**src/sv/mhpcf_pkg.sv**
```systemverilog
`timescale 1ns / 1ps

package mhpcf_pkg;

  // default upper bound on the module size
  localparam int DEF_MAX_MODULE_BYTES = 256;

  // header layout and check values
  localparam logic [7:0] SYNC_BYTE0     = 8'h4A;
  localparam logic [7:0] SYNC_BYTE1     = 8'hFC;
  localparam int         SIZE_POS_FIRST = 4;
  localparam int         SIZE_POS_LAST  = 7;
  localparam int         PARITY_POS     = 'h2E;
  localparam int         MIN_MODULE_BYTES = 51;
  localparam logic [23:0] CRC_INIT      = 24'hFFFFFF;
  localparam logic [7:0]  CRC_TOP_FIX   = 8'h80;
  localparam logic [7:0]  CRC_LOW_FIX   = 8'h21;

  typedef struct packed {
    logic [7:0] module_byte;
    logic       start_of_module;
  } in_beat_t;

  typedef struct packed {
    logic       valid;
    in_beat_t   beat;
  } stage_t;

  typedef struct packed {
    logic [7:0] out_byte;
    logic       is_last;
    logic       header_error;
  } res_beat_t;

  // one byte of the 24-bit module crc
  function automatic logic [23:0] crc_update(input logic [23:0] crc, input logic [7:0] b);
    logic [7:0] a;
    logic [7:0] n0;
    logic [7:0] n1;
    logic [7:0] n2;
    a  = b ^ crc[23:16];
    n0 = crc[15:8];
    n1 = crc[7:0] ^ (a >> 7) ^ (a >> 2);
    n2 = (a << 1) ^ (a << 6);
    if (^a) begin
      n0 = n0 ^ CRC_TOP_FIX;
      n2 = n2 ^ CRC_LOW_FIX;
    end
    return {n0, n1, n2};
  endfunction

endpackage

```
**src/sv/mhpcf_ifs.sv**
```systemverilog
`timescale 1ns / 1ps

// input byte channel
interface mhpcf_in_if;
  logic       valid;
  logic       ready;
  logic [7:0] module_byte;
  logic       start_of_module;
  modport source (output valid, output module_byte, output start_of_module, input ready);
  modport sink   (input valid, input module_byte, input start_of_module, output ready);
endinterface

// result byte channel
interface mhpcf_out_if;
  logic       valid;
  logic       ready;
  logic [7:0] out_byte;
  logic       is_last;
  logic       header_error;
  modport source (output valid, output out_byte, output is_last, output header_error,
                  input ready);
  modport sink   (input valid, input out_byte, input is_last, input header_error,
                  output ready);
endinterface

```
**src/sv/mhpcf_in_reg.sv**
```systemverilog
`timescale 1ns / 1ps

module mhpcf_in_reg (
  input  logic              clk,
  input  logic              rst_n,
  input  logic              in_valid,
  output logic              in_ready,
  input  mhpcf_pkg::in_beat_t in_beat,
  input  logic              advance,
  output mhpcf_pkg::stage_t stage
);
  import mhpcf_pkg::*;

  logic     valid_r;
  logic     valid_nxt;
  in_beat_t beat_r;

  // take a new beat when empty or when the held one moves on
  assign in_ready  = !valid_r || advance;
  assign valid_nxt = in_ready ? in_valid : valid_r;

  always_ff @(posedge clk) begin
    if (!rst_n) begin
      valid_r <= 1'b0;
    end else begin
      valid_r <= valid_nxt;
    end
  end

  always_ff @(posedge clk) begin
    if (in_valid && in_ready) begin
      beat_r <= in_beat;
    end
  end

  assign stage.valid = valid_r;
  assign stage.beat  = beat_r;
endmodule

```
**src/sv/mhpcf_fixup.sv**
```systemverilog
`timescale 1ns / 1ps

module mhpcf_fixup #(
  parameter int MAX_MODULE_BYTES = mhpcf_pkg::DEF_MAX_MODULE_BYTES
) (
  input  logic                 clk,
  input  logic                 rst_n,
  input  logic                 fire,
  input  mhpcf_pkg::in_beat_t  beat,
  output mhpcf_pkg::res_beat_t result
);
  import mhpcf_pkg::*;

  localparam int POS_W = $clog2(MAX_MODULE_BYTES + 1);
  localparam logic [POS_W-1:0] MAX_POS  = POS_W'(MAX_MODULE_BYTES);
  localparam logic [31:0]      MAX_SIZE = 32'(MAX_MODULE_BYTES);
  localparam logic [31:0]      MIN_SIZE = 32'(MIN_MODULE_BYTES);

  logic [POS_W-1:0] pos_r, pos_nxt, pos_cur;
  logic [31:0]      size_r, size_nxt, size_cur;
  logic [15:0]      par_r, par_nxt, par_cur;
  logic [23:0]      crc_r, crc_nxt, crc_cur;
  logic             bad_r, bad_nxt, bad_cur;

  logic [7:0]  b;
  logic [7:0]  ob;
  logic [31:0] pos_ext;
  logic [31:0] tail_start;
  logic [1:0]  tail_idx;
  logic [23:0] crc_fin;
  logic        in_range;
  logic        active;
  logic        checked;
  logic        past_end;
  logic        in_tail;
  logic        last;

  // a start mark puts the state back to its reset values first
  always_comb begin
    pos_cur  = beat.start_of_module ? '0 : pos_r;
    size_cur = beat.start_of_module ? '0 : size_r;
    par_cur  = beat.start_of_module ? '0 : par_r;
    crc_cur  = beat.start_of_module ? CRC_INIT : crc_r;
    bad_cur  = beat.start_of_module ? 1'b0 : bad_r;
  end

  assign b        = beat.module_byte;
  assign pos_ext  = 32'(pos_cur);
  assign in_range = pos_cur < MAX_POS;
  assign active   = !bad_cur && in_range;

  // size pickup and header checks
  always_comb begin
    size_nxt = size_cur;
    if (active && pos_cur >= POS_W'(SIZE_POS_FIRST) && pos_cur <= POS_W'(SIZE_POS_LAST)) begin
      size_nxt = {size_cur[23:0], b};
    end
    bad_nxt = bad_cur;
    if (active) begin
      if (pos_cur == '0 && b != SYNC_BYTE0) begin
        bad_nxt = 1'b1;
      end
      if (pos_cur == POS_W'(1) && b != SYNC_BYTE1) begin
        bad_nxt = 1'b1;
      end
      if (pos_cur == POS_W'(SIZE_POS_LAST) && (size_nxt < MIN_SIZE || size_nxt > MAX_SIZE)) begin
        bad_nxt = 1'b1;
      end
    end
  end

  assign checked    = !bad_nxt && in_range;
  assign tail_start = size_nxt - 32'd3;
  assign past_end   = pos_cur >= POS_W'(8) && pos_ext >= size_nxt;
  assign in_tail    = pos_cur >= POS_W'(8) && pos_ext >= tail_start;
  assign tail_idx   = 2'(pos_ext - tail_start);
  assign crc_fin    = ~crc_cur;

  // parity and crc accumulation and byte replacement
  always_comb begin
    ob      = b;
    par_nxt = par_cur;
    crc_nxt = crc_cur;
    last    = 1'b0;
    if (checked) begin
      if (pos_cur < POS_W'(PARITY_POS)) begin
        par_nxt = par_cur ^ (pos_cur[0] ? {8'h00, b} : {b, 8'h00});
      end else if (pos_cur == POS_W'(PARITY_POS)) begin
        ob = ~par_cur[15:8];
      end else if (pos_cur == POS_W'(PARITY_POS + 1)) begin
        ob = ~par_cur[7:0];
      end
      if (past_end) begin
        ob = b;
      end else if (in_tail) begin
        unique case (tail_idx)
          2'd0:    ob = crc_fin[23:16];
          2'd1:    ob = crc_fin[15:8];
          default: ob = crc_fin[7:0];
        endcase
        last = tail_idx == 2'd2;
      end else begin
        crc_nxt = crc_update(crc_cur, ob);
      end
    end
  end

  assign pos_nxt = in_range ? pos_cur + POS_W'(1) : pos_cur;

  always_ff @(posedge clk) begin
    if (!rst_n) begin
      pos_r  <= '0;
      size_r <= '0;
      par_r  <= '0;
      crc_r  <= CRC_INIT;
      bad_r  <= 1'b0;
    end else if (fire) begin
      pos_r  <= pos_nxt;
      size_r <= size_nxt;
      par_r  <= par_nxt;
      crc_r  <= crc_nxt;
      bad_r  <= bad_nxt;
    end
  end

  assign result.out_byte     = ob;
  assign result.is_last      = last;
  assign result.header_error = bad_nxt;
endmodule

```
**src/sv/mhpcf_out_reg.sv**
```systemverilog
`timescale 1ns / 1ps

module mhpcf_out_reg (
  input  logic                 clk,
  input  logic                 rst_n,
  input  logic                 load,
  input  mhpcf_pkg::res_beat_t result,
  input  logic                 out_ready,
  output logic                 out_valid,
  output logic                 can_load,
  output mhpcf_pkg::res_beat_t out_beat
);
  import mhpcf_pkg::*;

  logic      valid_r;
  logic      valid_nxt;
  res_beat_t beat_r;

  // room when empty or when the held beat leaves this cycle
  assign can_load  = !valid_r || out_ready;
  assign valid_nxt = load ? 1'b1 : (out_ready ? 1'b0 : valid_r);

  always_ff @(posedge clk) begin
    if (!rst_n) begin
      valid_r <= 1'b0;
    end else begin
      valid_r <= valid_nxt;
    end
  end

  always_ff @(posedge clk) begin
    if (load) begin
      beat_r <= result;
    end
  end

  assign out_valid = valid_r;
  assign out_beat  = beat_r;
endmodule

```
**src/sv/module_header_parity_crc_fixup.sv**
```systemverilog
`timescale 1ns / 1ps

// channel   direction  payload
// in_chan   sink       module_byte[7:0], start_of_module
// out_chan  source     out_byte[7:0], is_last, header_error
//
// one byte per cycle sustained while out_chan.ready stays high
// a taken byte is registered in the input register and then in the result register
// synchronous active-low reset empties both registers and clears the check state
// a stalled output holds its beat while one more input beat waits in the input register

module module_header_parity_crc_fixup #(
  parameter int MAX_MODULE_BYTES = mhpcf_pkg::DEF_MAX_MODULE_BYTES
) (
  input  logic               clk,
  input  logic               rst_n,
  mhpcf_in_if.sink           in_chan,
  mhpcf_out_if.source        out_chan
);
  import mhpcf_pkg::*;

  in_beat_t  in_beat;
  stage_t    stage;
  res_beat_t result;
  res_beat_t out_beat;
  logic      can_load;
  logic      fire;

  assign in_beat.module_byte     = in_chan.module_byte;
  assign in_beat.start_of_module = in_chan.start_of_module;

  // a held beat is processed when the result register has room
  assign fire = stage.valid && can_load;

  mhpcf_in_reg u_in_reg (
    .clk      (clk),
    .rst_n    (rst_n),
    .in_valid (in_chan.valid),
    .in_ready (in_chan.ready),
    .in_beat  (in_beat),
    .advance  (fire),
    .stage    (stage)
  );

  mhpcf_fixup #(
    .MAX_MODULE_BYTES (MAX_MODULE_BYTES)
  ) u_fixup (
    .clk    (clk),
    .rst_n  (rst_n),
    .fire   (fire),
    .beat   (stage.beat),
    .result (result)
  );

  mhpcf_out_reg u_out_reg (
    .clk       (clk),
    .rst_n     (rst_n),
    .load      (fire),
    .result    (result),
    .out_ready (out_chan.ready),
    .out_valid (out_chan.valid),
    .can_load  (can_load),
    .out_beat  (out_beat)
  );

  assign out_chan.out_byte     = out_beat.out_byte;
  assign out_chan.is_last      = out_beat.is_last;
  assign out_chan.header_error = out_beat.header_error;

  // the last byte of a module never comes with a bad header
  assert property (@(posedge clk) disable iff (!rst_n)
    out_chan.valid |-> !(out_chan.is_last && out_chan.header_error))
    else $error("is_last set on a beat with header_error");

  // an empty result register never stalls the input
  assert property (@(posedge clk) disable iff (!rst_n)
    !out_chan.valid |-> in_chan.ready)
    else $error("input stalled with empty result register");

  // an accepted beat is held in the input register next cycle
  assert property (@(posedge clk) disable iff (!rst_n)
    (in_chan.valid && in_chan.ready) |=> stage.valid)
    else $error("accepted beat lost");

  // processing a beat always leaves a result waiting
  assert property (@(posedge clk) disable iff (!rst_n)
    fire |=> out_chan.valid)
    else $error("processed beat not presented");
endmodule
```
**src/flat_wrapper.sv**
```systemverilog
// flat-port wrapper written by rule: the top's interface ports become plain ports
module module_header_parity_crc_fixup_flat import mhpcf_pkg::*;
#(
  parameter int MAX_MODULE_BYTES = mhpcf_pkg::DEF_MAX_MODULE_BYTES
)
  (clk, rst_n, in_chan_valid, in_chan_module_byte, in_chan_start_of_module, in_chan_ready, out_chan_valid, out_chan_out_byte, out_chan_is_last, out_chan_header_error, out_chan_ready);
  mhpcf_in_if in_chan_i ();
  mhpcf_out_if out_chan_i ();
  input  logic clk;
  input  logic rst_n;
  input wire logic [$bits(in_chan_i.valid)-1:0] in_chan_valid;
  input wire logic [$bits(in_chan_i.module_byte)-1:0] in_chan_module_byte;
  input wire logic [$bits(in_chan_i.start_of_module)-1:0] in_chan_start_of_module;
  output wire logic [$bits(in_chan_i.ready)-1:0] in_chan_ready;
  output wire logic [$bits(out_chan_i.valid)-1:0] out_chan_valid;
  output wire logic [$bits(out_chan_i.out_byte)-1:0] out_chan_out_byte;
  output wire logic [$bits(out_chan_i.is_last)-1:0] out_chan_is_last;
  output wire logic [$bits(out_chan_i.header_error)-1:0] out_chan_header_error;
  input wire logic [$bits(out_chan_i.ready)-1:0] out_chan_ready;
  assign in_chan_i.valid = in_chan_valid;
  assign in_chan_i.module_byte = in_chan_module_byte;
  assign in_chan_i.start_of_module = in_chan_start_of_module;
  assign in_chan_ready = in_chan_i.ready;
  assign out_chan_valid = out_chan_i.valid;
  assign out_chan_out_byte = out_chan_i.out_byte;
  assign out_chan_is_last = out_chan_i.is_last;
  assign out_chan_header_error = out_chan_i.header_error;
  assign out_chan_i.ready = out_chan_ready;
  module_header_parity_crc_fixup #(.MAX_MODULE_BYTES(MAX_MODULE_BYTES)) u_core (.clk(clk), .rst_n(rst_n), .in_chan(in_chan_i), .out_chan(out_chan_i));
endmodule
```
**config.mk**
```make
export PLATFORM = sky130hd
export DESIGN_NAME = module_header_parity_crc_fixup_flat
export DESIGN_NICKNAME = d
export VERILOG_FILES = /design/src/sv/mhpcf_pkg.sv /design/src/sv/mhpcf_ifs.sv /design/src/sv/mhpcf_in_reg.sv /design/src/sv/mhpcf_fixup.sv /design/src/sv/mhpcf_out_reg.sv /design/src/sv/module_header_parity_crc_fixup.sv /design/src/flat_wrapper.sv
export SDC_FILE = /design/constraint.sdc
export NUM_CORES = 1
export LEC_CHECK = 0
export BUFFER_PORTS_ARGS = -buffer_cell sky130_fd_sc_hd__buf_2
export CAP_MARGIN = 10
export CORE_MARGIN = 2
export CORE_UTILIZATION = 25
export CTS_CLUSTER_DIAMETER = 120
export DETAILED_ROUTE_END_ITERATION = 12
export HOLD_SLACK_MARGIN = 0.15
export MAX_ROUTING_LAYER = met4
export PLACE_DENSITY = 0.4
export SLEW_MARGIN = 10
export SYNTH_ARGS = -nofsm -noshare
export SYNTH_HDL_FRONTEND = slang
export SYNTH_HIERARCHICAL = 1
export SYNTH_SLANG_ARGS = --single-unit
```
**constraint.sdc**
```tcl
create_clock -name clk -period 6.2 [get_ports clk]
set_clock_uncertainty 0.15 [all_clocks]
set_input_delay 0.31 -clock clk [delete_from_list [all_inputs] [get_ports clk]]
set_output_delay 0.31 -clock clk [all_outputs]
set_load 0.02 [all_outputs]
```
# --- Word level (Yosys, flattened, before mapping) ---
# Cells that the tools add are included.
word_totals:
  reg_bits: 103
  latchBits: 0
  mem_bits_rw: 0
  romBits: 0
  input_bits: 13
  out_inout_bits: 12
  elab_cells: 96
  mem_count: 0
classes:
  n_addsub: 3
  n_mul: 0
  div: 0
  n_lt_le_gt_ge: 9
  eq_ne: 8
  shift: 0
  n_mux: 29
  bitwise: 12
  n_reduce_logical: 23
op_table:
  columns: ["op", "count"]
  rows:
  - ["24-bit two-way mux", 4]
  - ["9-bit by 32-bit greater-or-equal comparator with 1-bit output", 2]
  - ["16-bit two-way mux", 4]
  - ["32-bit two-way mux", 2]
  - ["8-bit two-way mux", 8]
  - ["32-bit by 9-bit > comparator with 1-bit output, second input constant", 1]
  - ["32-bit by 6-bit less-than comparator with 1-bit output, second input constant", 1]
  - ["32-bit by 2-bit subtractor with 32-bit output, second input constant", 1]
  - ["24-bit inverter", 1]
  - ["9-bit by 6-bit == test with 1-bit output, second input constant", 2]
  - ["9-bit two-way mux", 2]
  - ["8-bit inverter", 2]
  - ["8-bit one-hot mux with 2 select lines", 1]
  - ["16-bit bitwise XOR", 1]
  - ["8-bit bitwise XOR", 2]
  - ["1-bit logical AND", 11]
  - ["9-bit by 1-bit adder with 9-bit output, second input constant", 1]
  - ["9-bit by 1-bit == test with 1-bit output, second input constant", 1]
  - ["9-bit by 3-bit == test with 1-bit output, second input constant", 1]
  - ["9-bit by 3-bit greater-or-equal comparator with 1-bit output, second input constant", 1]
  - ["9-bit by 4-bit greater-or-equal comparator with 1-bit output, second input constant", 1]
  - ["9-bit by 3-bit <= comparator with 1-bit output, second input constant", 1]
  - ["9-bit zero test", 1]
  - ["9-bit by 6-bit less-than comparator with 1-bit output, second input constant", 1]
  - ["other kinds (18)", 31]

# --- Logic depth before layout (Yosys ltp) ---
# Gate-level depths: netlist of run 1.
logic_depth:
  depth_word: 21
  ltp_mapped: 28
  ltp_nobuf: 22

# --- Modules after synthesis ---
# The synthesis of run 1 kept the hierarchy.
modules_own_cells:
  columns: ["module", "instances", "cells_per_inst", "area_each_um2", "seq_area_each_um2"]
  rows:
  - ["mhpcf_fixup", 1, 816, 6490.0, 1641.6]
  - ["mhpcf_out_reg", 1, 14, 349.1, 320.3]
  - ["mhpcf_in_reg", 1, 15, 335.3, 290.3]
  - ["module_header_parity_crc_fixup", 1, 1, 6.3, 0.0]

# --- Worst setup path after synthesis of run 1 ---
# No wires, ideal clock.
synth_timing:
  path_kind: "flip-flop to flip-flop"
  from: "register u_core.u_in_reg.beat_r (netlist bit u_core/u_in_reg/stage[0])"
  to: "register u_core.u_fixup.crc_r[14]"
  setup_time_ns: 0.059
  arrival_time_ns: 6.704
  required_time_ns: 5.991
  setup_slack_ns: -0.713
  path_stages_with_launch: 27
  n_path_buf: 9
  period_less_slack_ns: 6.913
  path_cell_list: "edfxtp_1 > clkbuf_1 > clkbuf_1 > clkbuf_1 > clkbuf_1 > clkbuf_1 > clkbuf_1 > buf_1 > nor2b_1 > ha_1 > and4b_1 > nor4_1 > nand2_1 > clkbuf_1 > a2111oi_0 > a211oi_1 > nor2_1 > xnor2_1 > ha_1 > a21o_1 > a21o_1 > a221o_1 > o311ai_0 > nor4_4 > o311ai_4 > buf_6 > o32a_1"
synth_via:
  elab_chain_len: 14
  word_cells_on_any_way: 38
  cone_classes: "add/sub (1); order compare (8); eq/ne (2); mux (12); bitwise (2); reduce/logical (13)"
synth_lines:
  columns: ["item", "line", "rtl"]
  rows:
  - ["start: declaration", "mhpcf_in_reg.sv:16", "in_beat_t beat_r;"]
  - ["start signal: assignment", "mhpcf_in_reg.sv:32", "beat_r <= in_beat;"]
  - ["branches (longest 13 deep; another with 32-bit by 2-bit subtractor with 32-bit output)", null, null]
  - ["24-bit two-way mux *", "mhpcf_fixup.sv:85", "if (checked) begin"]
  - ["end signal: assignment", "mhpcf_fixup.sv:121", "crc_r <= crc_nxt;"]
  - ["end: declaration", "mhpcf_fixup.sv:22", "logic [23:0] crc_r, crc_nxt, crc_cur;"]
# Mark *: on every way between the ends.
# A chain may end at the register's enable or synchronous reset.

# --- Worst setup path in the final report of run 1 ---
layout_timing:
  from: "register u_core.u_fixup.pos_r[1]"
  to: "register u_core.u_fixup.crc_r[21]"
layout_via:
  elab_chain_len: 14
  word_cells_on_any_way: 32
  cone_classes: "add/sub (1); order compare (8); eq/ne (2); mux (9); reduce/logical (12)"
layout_lines:
  columns: ["item", "line", "rtl"]
  rows:
  - ["start: declaration", "mhpcf_fixup.sv:19", "logic [POS_W-1:0] pos_r, pos_nxt, pos_cur;"]
  - ["start signal: assignment", "mhpcf_fixup.sv:118", "pos_r <= pos_nxt;"]
  - ["9-bit two-way mux *", "mhpcf_fixup.sv:40", "pos_cur = beat.start_of_module ? '0 : pos_r;"]
  - ["9-bit less-than comparator", "mhpcf_fixup.sv:49", "assign in_range = pos_cur < MAX_POS;"]
  - ["1-bit logical AND", "mhpcf_fixup.sv:50", "assign active = !bad_cur && in_range;"]
  - ["1-bit logical AND", "mhpcf_fixup.sv:55", "if (active && pos_cur >= POS_W'(SIZE_POS_FIRST) && pos_cur <= POS_W'(SIZE_POS_LAST)) begin"]
  - ["1-bit logical AND *", "mhpcf_fixup.sv:55", null]
  - ["32-bit two-way mux *", "mhpcf_fixup.sv:55", null]
  - ["net u_core.u_fixup.size_nxt[0]", "mhpcf_fixup.sv:20", "logic [31:0] size_r, size_nxt, size_cur;"]
  - ["branches (longest 7 deep; another with 32-bit by 2-bit subtractor with 32-bit output)", null, null]
  - ["24-bit two-way mux *", "mhpcf_fixup.sv:85", null]
# Mark *: on every way through the listed nets, which the timed path passes.

==> metrics.md, run 1 <==
| Metric | Value |
|---|---|
| CP max-delay cell | o311ai_4 |
| Clock slew at reported path FFs | 0.07 ns |
| Clock sinks | 103 |
| P per Cell Area | 182 mW/mm^2 |
| First-pass GRT wire length | 39,900 um |
| Initial core utilization | 0.252 |
| Vias per inst | 5.32 |
| Post-synthesis register bit count | 103 |
| Peak supply drop | 116 uV |
| Crit path top cell by count | ha_1 |
| Syn nets | 876 |
| RSZ-0062 raised after global routing | no |
| Actual transition at the worst max-transition pin | 1.15 ns |
| Worst slew margin | 0.231 |
| Synth Cell Area | 0.00718 sq mm |
| Maxcap violations | 0 |
| Slew Limit Fails | 0 |
| CTS hold repair buffers | 12 |
| Register area | 0.00225 sq mm |
| Postcts setup bufs | 0 |
| Core Box Area | 0.0285 sq mm |
| Most common cell after layout, fill and taps aside | dfxtp_1 |
| Cell Chain, Critical Path | nor2b_2 -> ha_1 -> and4b_1 -> o21a_1 -> nor2_2 -> nand2_1 -> a21oi_1 -> ha_1 -> inv_1 -> o211ai_1 -> nor3_1 -> xnor2_1 -> ha_1 -> and4_1 -> o21ai_0 -> nor3b_1 -> o311ai_1 -> nor4_4 -> o311ai_4 -> o32a_1 |
| Remaining DRCs | 0 |
| Critical path startpoint category | register |
| Yosys warns | 6 |
| Final Cell Area | 0.00808 sq mm |
| DR WL/cell | 20.5 um |
| CP Capture Type | register |
| Drt initial violations | 468 |
| Final WL | 25,300 um |
| Main synth FF type | dfxtp_1 |
| Vias in the first global route | 6,555 |
| Htree depth | 3 |
| Crit-path max FO | 24 |
| Status | finished clean |
| Total gr overflow | 0 |
| Synth top area share | 0.234 |
| EDFF count, synth | 19 |
| Placed wire-length estimate | 17,600 um |
| Arrival @ worst endpoint | 5.98 ns |
| Die Wd | 173 um |
| Post-CTS sizing | 0 |
| Maximum buffer depth of the clock tree | 2 |
| Post-DP Area | 0.00767 sq mm |
| Vias | 6,569 |
| Top cells by area, synth | dfxtp_1, edfxtp_1, xnor2_1 |
| Crit path required time | 6.36 ns |
| Period minus WS final | 5.82 ns |
| Antenna viol nets, final | 0 |
| Layout cells sized above 1 | 0.121 |
| Min-Delay Path Class | register to register |
| Final hold violations | 0 |
| Gr usage total | 0.174 |
| Period Utilization, post-route | 0.939 |
| Pin count of the biggest net entering global routing | 65 |
| Worst stage delay on the critical path | 0.85 ns |
| Die Span Y | 173 um |
| CTS tree | done |
| Sequential area share after synthesis | 0.314 |
| Sum of negative setup slack | 0 ns |
| Final GP Congestion | 0.860 |
| CP Class | register to register |
| Biggest area consumer among synthesized cells | dfxtp_1 |
| # fillers | 3,098 |
| Multi-input gate area | 0.00459 sq mm |
| Clock root buffer | clkbuf_16 |
| Static leakage | 2.72 nW |
| Post-Syn Area per Cell | 8.49 sq um |
| CTS Buf Count | 9 |
| PortBufs | 24 |
| Worst reg-to-reg setup slack | 0.38 ns |
| Post-Synthesis Cells | 846 |
| Most frequent cells in the layout | dfxtp_1, nand2_1, nor2_1, nor2b_1 |
| Synth-to-layout area growth | 12.5% |
| Worst-skew pair later-pin latency | 0.38 ns |
| Post-synth ARST share | 0 |
| Num rows | 62 |
| Total Die Area | 0.0301 sq mm |
| ANT cells | 0 |
| Pre-antenna DRT Iters | 6 |
| Final nets | 875 |
| Number of distinct library cells after synthesis | 81 |
| Initial antenna violation count | 0 |
| Final setup fails | 0 |
| Fmax | 172 MHz |
| IO Pins | 25 |
-- final cells by class --
class                   instances  share of cell area
clock buffers                  10              0.0284
clock inverters                 6             0.00651
inverters                      19             0.00883
repair buffers                 58              0.0502
well taps                     384              0.0595
multi-input cells             654               0.568
flip-flops and latches        103               0.279
-- sequential cells by signal (all words and copies together) (netlist names) --
| register | flops |
|---|---|
| u_core/u_fixup/size_r | 32 |
| u_core/u_fixup/crc_r | 24 |
| u_core/u_fixup/par_r | 16 |
| u_core/u_out_reg/out_beat | 10 |
| u_core/u_fixup/pos_r | 9 |
| u_core/u_in_reg/stage | 9 |
| u_core/u_fixup/bad_r | 1 |
| u_core/u_in_reg/valid_r | 1 |
| u_core/u_out_reg/out_valid | 1 |
-- cells by family (layout without fill, tap and decap cells) --
family	Yosys count	count (layout)	synth area share
AOI/OAI and AO/OA	219	219	0.225
xor gates and xnor gates	53	53	0.0666
adders and majority gates	17	17	0.0307
buffers and inverters	89	93	0.0521
DFF	103	103	0.314
muxes	48	48	0.0702
and+or+nand+nor	317	317	0.242
-- routing by layer --
layer,up-vias,global-route usage,part of all wire
met5,-,-,0
met4,0,0.0579,0.019
met3,35,0.0189,0.035
met2,179,0.273,0.46
met1,3224,0.233,0.49
li1,3131,-,-
-- worst max-delay path, delay by kind of cell, from the launching register on --
kind | cells | cell delay [ns]
compound gates | 7 | 2.46
simple gates | 8 | 1.49
flops | 1 | 0.43
xor+xnor | 1 | 0.16
fa+ha+maj | 3 | 0.93
buf+inv | 1 | 0.12
-- power breakdown --
group	internal [mW]	switching, mW
Combinational	0.0616	0.106
Clock	0.280	0.306
Sequential	0.697	0.0193
Total	1.04	0.432
-- final timing paths --
kind / start / depth (start not counted) / to
hold reg to reg: u_core/u_out_reg/out_valid$_SDFFE_PN0P_ / 2 / u_core/u_out_reg/out_valid$_SDFFE_PN0P_
setup reg to reg: u_core/u_fixup/pos_r[1]$_SDFFE_PN0P_ / 20 / u_core/u_fixup/crc_r[21]$_SDFFE_PN1P_
hold / removal: u_core/u_out_reg/out_valid$_SDFFE_PN0P_ / 2 / u_core/u_out_reg/out_valid$_SDFFE_PN0P_
setup / recovery: u_core/u_fixup/pos_r[1]$_SDFFE_PN0P_ / 20 / u_core/u_fixup/crc_r[21]$_SDFFE_PN1P_
-- metrics by stage --
step	std cells	power (mW)	hold WS (ns)	util	setup WS (ns)
floorplan	846	0.840	0.259	-	0.0518
global placement	1206	0.896	0.329	0.270	0.534
detailed placement	1206	0.894	0.334	0.270	0.424
CTS	1234	1.49	0.349	0.284	0.404
global route	1234	1.53	0.373	0.284	0.0419
finish	1234	1.47	0.346	0.284	0.378
-- cell usage after synthesis (11+ instances only) --
| cell type | number |
|---|---|
| dfxtp_1 | 84 |
| nand2_1 | 62 |
| nor2_1 | 58 |
| clkbuf_1 | 50 |
| nor2b_1 | 39 |
| a21oi_1 | 35 |
| o21ai_0 | 35 |
| xnor2_1 | 34 |
| mux2i_1 | 29 |
| and2_1 | 26 |
| nand3_1 | 24 |
| edfxtp_1 | 19 |
| inv_1 | 19 |
| mux2_2 | 19 |
| nor3_1 | 19 |
| o22a_1 | 19 |
| xor2_1 | 18 |
| nor4_1 | 17 |
| ha_1 | 16 |
| nand4_1 | 15 |
| a211oi_1 | 11 |
| a22oi_1 | 11 |
Note: power is estimated with default switching activity, not from simulation.
==> run 2: changes to the inputs <==
--- a/config.mk
+++ b/config.mk
@@ -7,6 +7,7 @@
 export LEC_CHECK = 0
 export BUFFER_PORTS_ARGS = -buffer_cell sky130_fd_sc_hd__buf_2
 export CAP_MARGIN = 10
+export CORE_ASPECT_RATIO = 0.6
 export CORE_MARGIN = 2
 export CORE_UTILIZATION = 25
 export CTS_CLUSTER_DIAMETER = 120
==> run 2 against run 1 <==
Net effect:
- fmax fell by 1.5%
- non-clock buffer count rose by 1
- die area rose by 0.15%
- utilization rose by 0.68 points
- sequential share of layout area fell by 0.069 points
- flip-flop and latch count did not move
- count of clock-buffer cells in the layout fell by 1
- sequential power barely moved
- power rose by 3.2%
- worst hold slack got worse by 0.0060 ns
- final area rose by 0.25%
- register-to-register slack got worse by 0.09 ns
==> metrics.md, run 2 (same netlist as run 1, synthesis figures left out) <==
| Metric | Value |
|---|---|
| Status | finished clean |
| Period Utilization, post-route | 0.953 |
| Core Box Area | 0.0279 sq mm |
| Maximum buffer depth of the clock tree | 2 |
| CP delay by family, top | simple AND/OR/NAND/NOR gates |
| Cell Chain, Critical Path | nor2b_2 -> ha_1 -> and4b_1 -> o21a_1 -> o21ai_0 -> a21oi_1 -> ha_1 -> or4_1 -> a221oi_2 -> o21ai_0 -> a211oi_1 -> nand3_1 -> nor4_4 -> buf_4 -> mux2_2 -> o21ai_1 |
| Fin util | 0.290 |
| Placed wire-length estimate | 19,500 um |
| ANT cells | 0 |
| Fmax | 169 MHz |
| Final hold violations | 0 |
| Biggest register | u_core/u_fixup/size_r |
| Vias | 6,714 |
| Min-Delay Path Class | register to register |
| Worst slew margin | 0.324 |
| IO Pins | 25 |
| First-pass GRT wire length | 41,300 um |
| Worst stage delay on the critical path | 0.67 ns |
| CP Capture Type | register |
| Static leakage | 2.75 nW |
| Most frequent cells in the layout | dfxtp_1, nand2_1, nor2_1, nor2b_1 |
| Most used routing layer | met1 |
| Postcts setup bufs | 0 |
| Maxcap violations | 0 |
| Worst-skew pair later-pin latency | 0.37 ns |
| Vias per inst | 5.51 |
| Most common cell after layout, fill and taps aside | dfxtp_1 |
| Synth-to-layout area growth | 12.8% |
| M3 GR Usage | 0.0523 |
| Antenna viol nets, final | 0 |
| Actual transition at the worst max-transition pin | 1.01 ns |
| Total gr overflow | 0 |
| CTS Buf Count | 9 |
| Largest register FFs | 32 |
| CP Class | register to register |
| Final GP Congestion | 0.906 |
| Clock slew at reported path FFs | 0.07 ns |
| Clock sinks | 103 |
| Num rows | 47 |
| Remaining DRCs | 0 |
| Die Wd | 223 um |
| Initial core utilization | 0.258 |
| RSZ-0062 raised after global routing | no |
| Cell Count, Final, Fillers Out | 1,218 |
| Crit-path max FO | 7 |
| Period minus WS final | 5.91 ns |
| Gr usage total | 0.189 |
| Clock root buffer | clkbuf_16 |
| Sum of negative setup slack | 0 ns |
| GR Layer Usage met2 | 0.216 |
| P per Cell Area | 187 mW/mm^2 |
| Pin count of the biggest net entering global routing | 65 |
| Final WL | 27,200 um |
| Final nets | 876 |
| Crit path required time | 6.28 ns |
| Critical path startpoint category | register |
| # fillers | 3,019 |
| Peak supply drop | 105 uV |
| Layout cells sized above 1 | 0.123 |
| Bufs and invs on worst path | 1 |
| CP max-delay cell | or4_1 |
| Arrival @ worst endpoint | 5.99 ns |
| Die Span Y | 135 um |
| PortBufs | 24 |
| Drt initial violations | 880 |
| CTS tree | done |
| Vias in the first global route | 6,208 |
| Met1 Resource Use GR | 0.308 |
| Regs by FF count | u_core/u_fixup/size_r (32), u_core/u_fixup/crc_r (24), u_core/u_fixup/par_r (16) |
| Cell Count Post-Placement | 1,191 |
| Htree depth | 3 |
| DR WL/cell | 22.3 um |
| Slew Limit Fails | 0 |
| Pre-antenna DRT Iters | 7 |
| Total Die Area | 0.0301 sq mm |
| Final setup fails | 0 |
| Initial antenna violation count | 0 |
[run 2: cell count changes in the layout (fill, tap and decap cells not counted), sizes merged]
cell         previous run  this run
buf                    46        48
clkbuf                 10         9
dlygate4sd3            12        11
clkinvlp                2         0
inv                    22        20
bufinv                  0         2
clkinv                  1         4
[run 2: report_power, final]
| part | total (mW) | switching [mW] | internal [mW] | leakage, nW |
|---|---|---|---|---|
| clock | 0.626 | 0.275 | 0.352 | 0.155 |
| combinational | 0.171 | 0.109 | 0.0621 | 1.74 |
| sequential | 0.719 | 0.0228 | 0.697 | 0.859 |
[run 2: worst paths after layout]
kind	slack, ns	endpoint	cells after the start	startpoint
min reg2reg	0.34	u_core/u_fixup/crc_r[0]$_SDFFE_PN1P_	1	u_core/u_fixup/crc_r[0]$_SDFFE_PN1P_
max	0.29	u_core/u_out_reg/out_beat[5]$_DFFE_PP_	16	u_core/u_fixup/pos_r[1]$_SDFFE_PN0P_
min	0.34	u_core/u_fixup/crc_r[0]$_SDFFE_PN1P_	1	u_core/u_fixup/crc_r[0]$_SDFFE_PN1P_
max reg2reg	0.29	u_core/u_out_reg/out_beat[5]$_DFFE_PP_	16	u_core/u_fixup/pos_r[1]$_SDFFE_PN0P_
[run 2: per-layer routing]
metal | part of all wire | wire length (um)
met5 | 0 | 0
met4 | 0.0063 | 172
met3 | 0.10 | 2720
met2 | 0.35 | 9470
met1 | 0.55 | 14800
[run 2: timing repair]
| action | 4_1_cts | 5_1_grt |
|---|---|---|
| hold buffers | 11 | 0 |
| endpoints found under the setup margin | 0 | 22 |
| hold endpoints to repair | 11 | 0 |
| gates resized for setup | 0 | 1 |
[run 2: area by class of cell]
cell class	count	area, sq um	share of cell area
inverter	19	71.3	0.00881
multi-input combinational	654	4590	0.567
sequential	103	2250	0.278
clock inverter	7	86.3	0.0107
timing repair buffer	59	410	0.0507
clock buffer	9	225	0.0278
tap	367	459	0.0567
[run 2: stage by stage]
step                power [mW]  setup WS (ns)  area, sq um  hold slack (ns)
finish                    1.52          0.291         8100            0.340
floorplan                0.840         0.0518         7210            0.259
detailed placement       0.900          0.208         7670            0.324
global placement         0.901          0.327         7670            0.328
global route              1.58         0.0139         8100            0.365
CTS                       1.54          0.187         8090            0.341
==> run 3: changes to the inputs <==
--- a/config.mk
+++ b/config.mk
@@ -15,6 +15,7 @@
 export HOLD_SLACK_MARGIN = 0.15
 export MAX_ROUTING_LAYER = met4
 export PLACE_DENSITY = 0.4
+export SETUP_SLACK_MARGIN = 0.5
 export SLEW_MARGIN = 10
 export SYNTH_ARGS = -nofsm -noshare
 export SYNTH_HDL_FRONTEND = slang
==> run 3 against run 2 <==
Net effect:
- flip-flop and latch count stayed put
- die area unchanged
- cell count is 0.16% lower
- first-iteration DRC count down 16%
- worst hold slack better by 0.0023 ns
- register-to-register slack improved by 0.40 ns
- count of clock-buffer cells in the layout grew 2
- critical path type unchanged
==> metrics.md, run 3 (same netlist as run 1, synthesis figures left out) <==
| Metric | Value |
|---|---|
| Initial core utilization | 0.258 |
| ANT cells | 0 |
| Crit-path max FO | 24 |
| CP Capture Type | register |
| Pre-CTS setup slack | 0.623 ns |
| Critical path launch point | u_core/u_fixup/pos_r[1]$_SDFFE_PN0P_ |
| Reg2reg start | u_core/u_fixup/pos_r[1]$_SDFFE_PN0P_ |
| Worst reg-to-reg setup slack | 0.70 ns |
| Fin util | 0.292 |
| Vias in the first global route | 6,075 |
| Remaining DRCs | 0 |
| Largest register FFs | 32 |
| CTS tree | done |
| Worst-skew pair later-pin latency | 0.38 ns |
| Total gr overflow | 0 |
| Actual transition at the worst max-transition pin | 1.02 ns |
| Cell Count Post-Placement | 1,186 |
| Crit path required time | 6.33 ns |
| IO Pins | 25 |
| Pin count of the biggest net entering global routing | 65 |
| Vias per inst | 5.54 |
| Final hold violations | 0 |
| Htree depth | 3 |
| Antenna viol nets, final | 0 |
| Period Utilization, post-route | 0.888 |
| Synth-to-layout area growth | 13.5% |
| Num rows | 47 |
| Clock sinks | 103 |
| Final GP Congestion | 0.936 |
| Initial antenna violation count | 0 |
| Biggest register | u_core/u_fixup/size_r |
| Overall Power | 1.50 mW |
| Final WL | 27,100 um |
| DR WL/cell | 22.3 um |
| CTS Buf Count | 9 |
| Status | finished clean |
| Static leakage | 2.72 nW |
| Peak supply drop | 186 uV |
| Cell Count, Final, Fillers Out | 1,216 |
| Total Die Area | 0.0301 sq mm |
| Placed wire-length estimate | 19,400 um |
| Die Span Y | 135 um |
| Die Wd | 223 um |
| Critical path startpoint category | register |
| Period minus WS final | 5.50 ns |
| Post-DP Area | 0.00769 sq mm |
| Pre-antenna DRT Iters | 6 |
| First-pass GRT wire length | 40,900 um |
| Core Box Area | 0.0279 sq mm |
| Final nets | 874 |
| Clock slew at reported path FFs | 0.08 ns |
| PortBufs | 24 |
| Min-Delay Path Class | register to register |
| Arrival @ worst endpoint | 5.63 ns |
| CP Class | register to register |
| Slew Limit Fails | 0 |
| Sum of negative setup slack | 0 ns |
| Worst slew margin | 0.319 |
| Regs by FF count | u_core/u_fixup/size_r (32), u_core/u_fixup/crc_r (24), u_core/u_fixup/par_r (16) |
| Layout cells sized above 1 | 0.139 |
| Gr usage total | 0.189 |
| Hold_sp | u_core/u_fixup/crc_r[6]$_SDFFE_PN1P_ |
| Clock root buffer | clkbuf_16 |
| P per Cell Area | 184 mW/mm^2 |
| Most common cell after layout, fill and taps aside | dfxtp_1 |
| Most frequent cells in the layout | dfxtp_1, nand2_1, nor2_1, nor2b_1 |
| Hold Slack | 0.342 ns |
| Vias | 6,733 |
| RSZ-0062 raised after global routing | no |
| Final setup fails | 0 |
| Maxcap violations | 0 |
| Maximum buffer depth of the clock tree | 2 |
| Fmax | 182 MHz |
| Final Cell Area | 0.00815 sq mm |
| Final Worst Setup Slack | 0.695 ns |
| Drt initial violations | 742 |
==> run 3: cell types whose count changed in the layout (fill, tap and decap cells not counted), sizes merged <==
cell and delta:
buf -2, bufinv -1, clkbuf +2, clkinv -3, clkinvlp +4, inv -2
==> run 3: where the power goes <==
part / internal [mW] / total [mW] / switching, mW
logic: 0.0629 / 0.171 / 0.108
registers: 0.697 / 0.720 / 0.0230
clock network: 0.324 / 0.609 / 0.285
==> run 3: path summary, 6_finish.rpt <==
kind                                           to  cells after the start
max reg2reg  u_core/u_fixup/crc_r[9]$_SDFFE_PN1P_                     14
min reg2reg  u_core/u_fixup/crc_r[6]$_SDFFE_PN1P_                      1
max          u_core/u_fixup/crc_r[9]$_SDFFE_PN1P_                     14
min          u_core/u_fixup/crc_r[6]$_SDFFE_PN1P_                      1
==> run 3: layout make-up <==
cell class	count	area (sq um)
Clock buffer	11	243
Multi-Input combinational cell	654	4670
Timing Repair Buffer	57	395
Clock inverter	5	57.6
Fill cell	3045	19700
Inverter	19	75.1
Tap cell	367	459
Sequential cell	103	2250
==> run 3: critical path: stages (launching register included) <==
cell and delay (ns):
dfxtp_1 0.46, nor2b_4 0.31, ha_4 0.20, and4b_2 0.28, or4_4 0.68, o21ai_0 0.58, a21oi_1 0.19, a221oi_1 0.74
nand3_1 0.17, or4_4 0.58, nor4_4 0.21, buf_4 0.25, o311ai_4 0.11, buf_4 0.27, o22a_1 0.22
==> run 3: what timing repair did <==
item	4_1_cts	5_1_grt
hold endpoints to repair	11	0
resized for setup	0	6
hold buffers	11	0
endpoints found under the setup margin	0	32
buffers inserted	0	3
==> run 3: metal layers <==
| metal | vias to the layer above | part of all wire | global-route usage |
|---|---|---|---|
| met1 | 3266 | 0.55 | 0.300 |
| met3 | 20 | 0.11 | 0.0768 |
| met2 | 300 | 0.34 | 0.206 |
| li1 | 3147 | - | - |
| met5 | - | 0 | - |
| met4 | 0 | 0.0080 | 0.0347 |
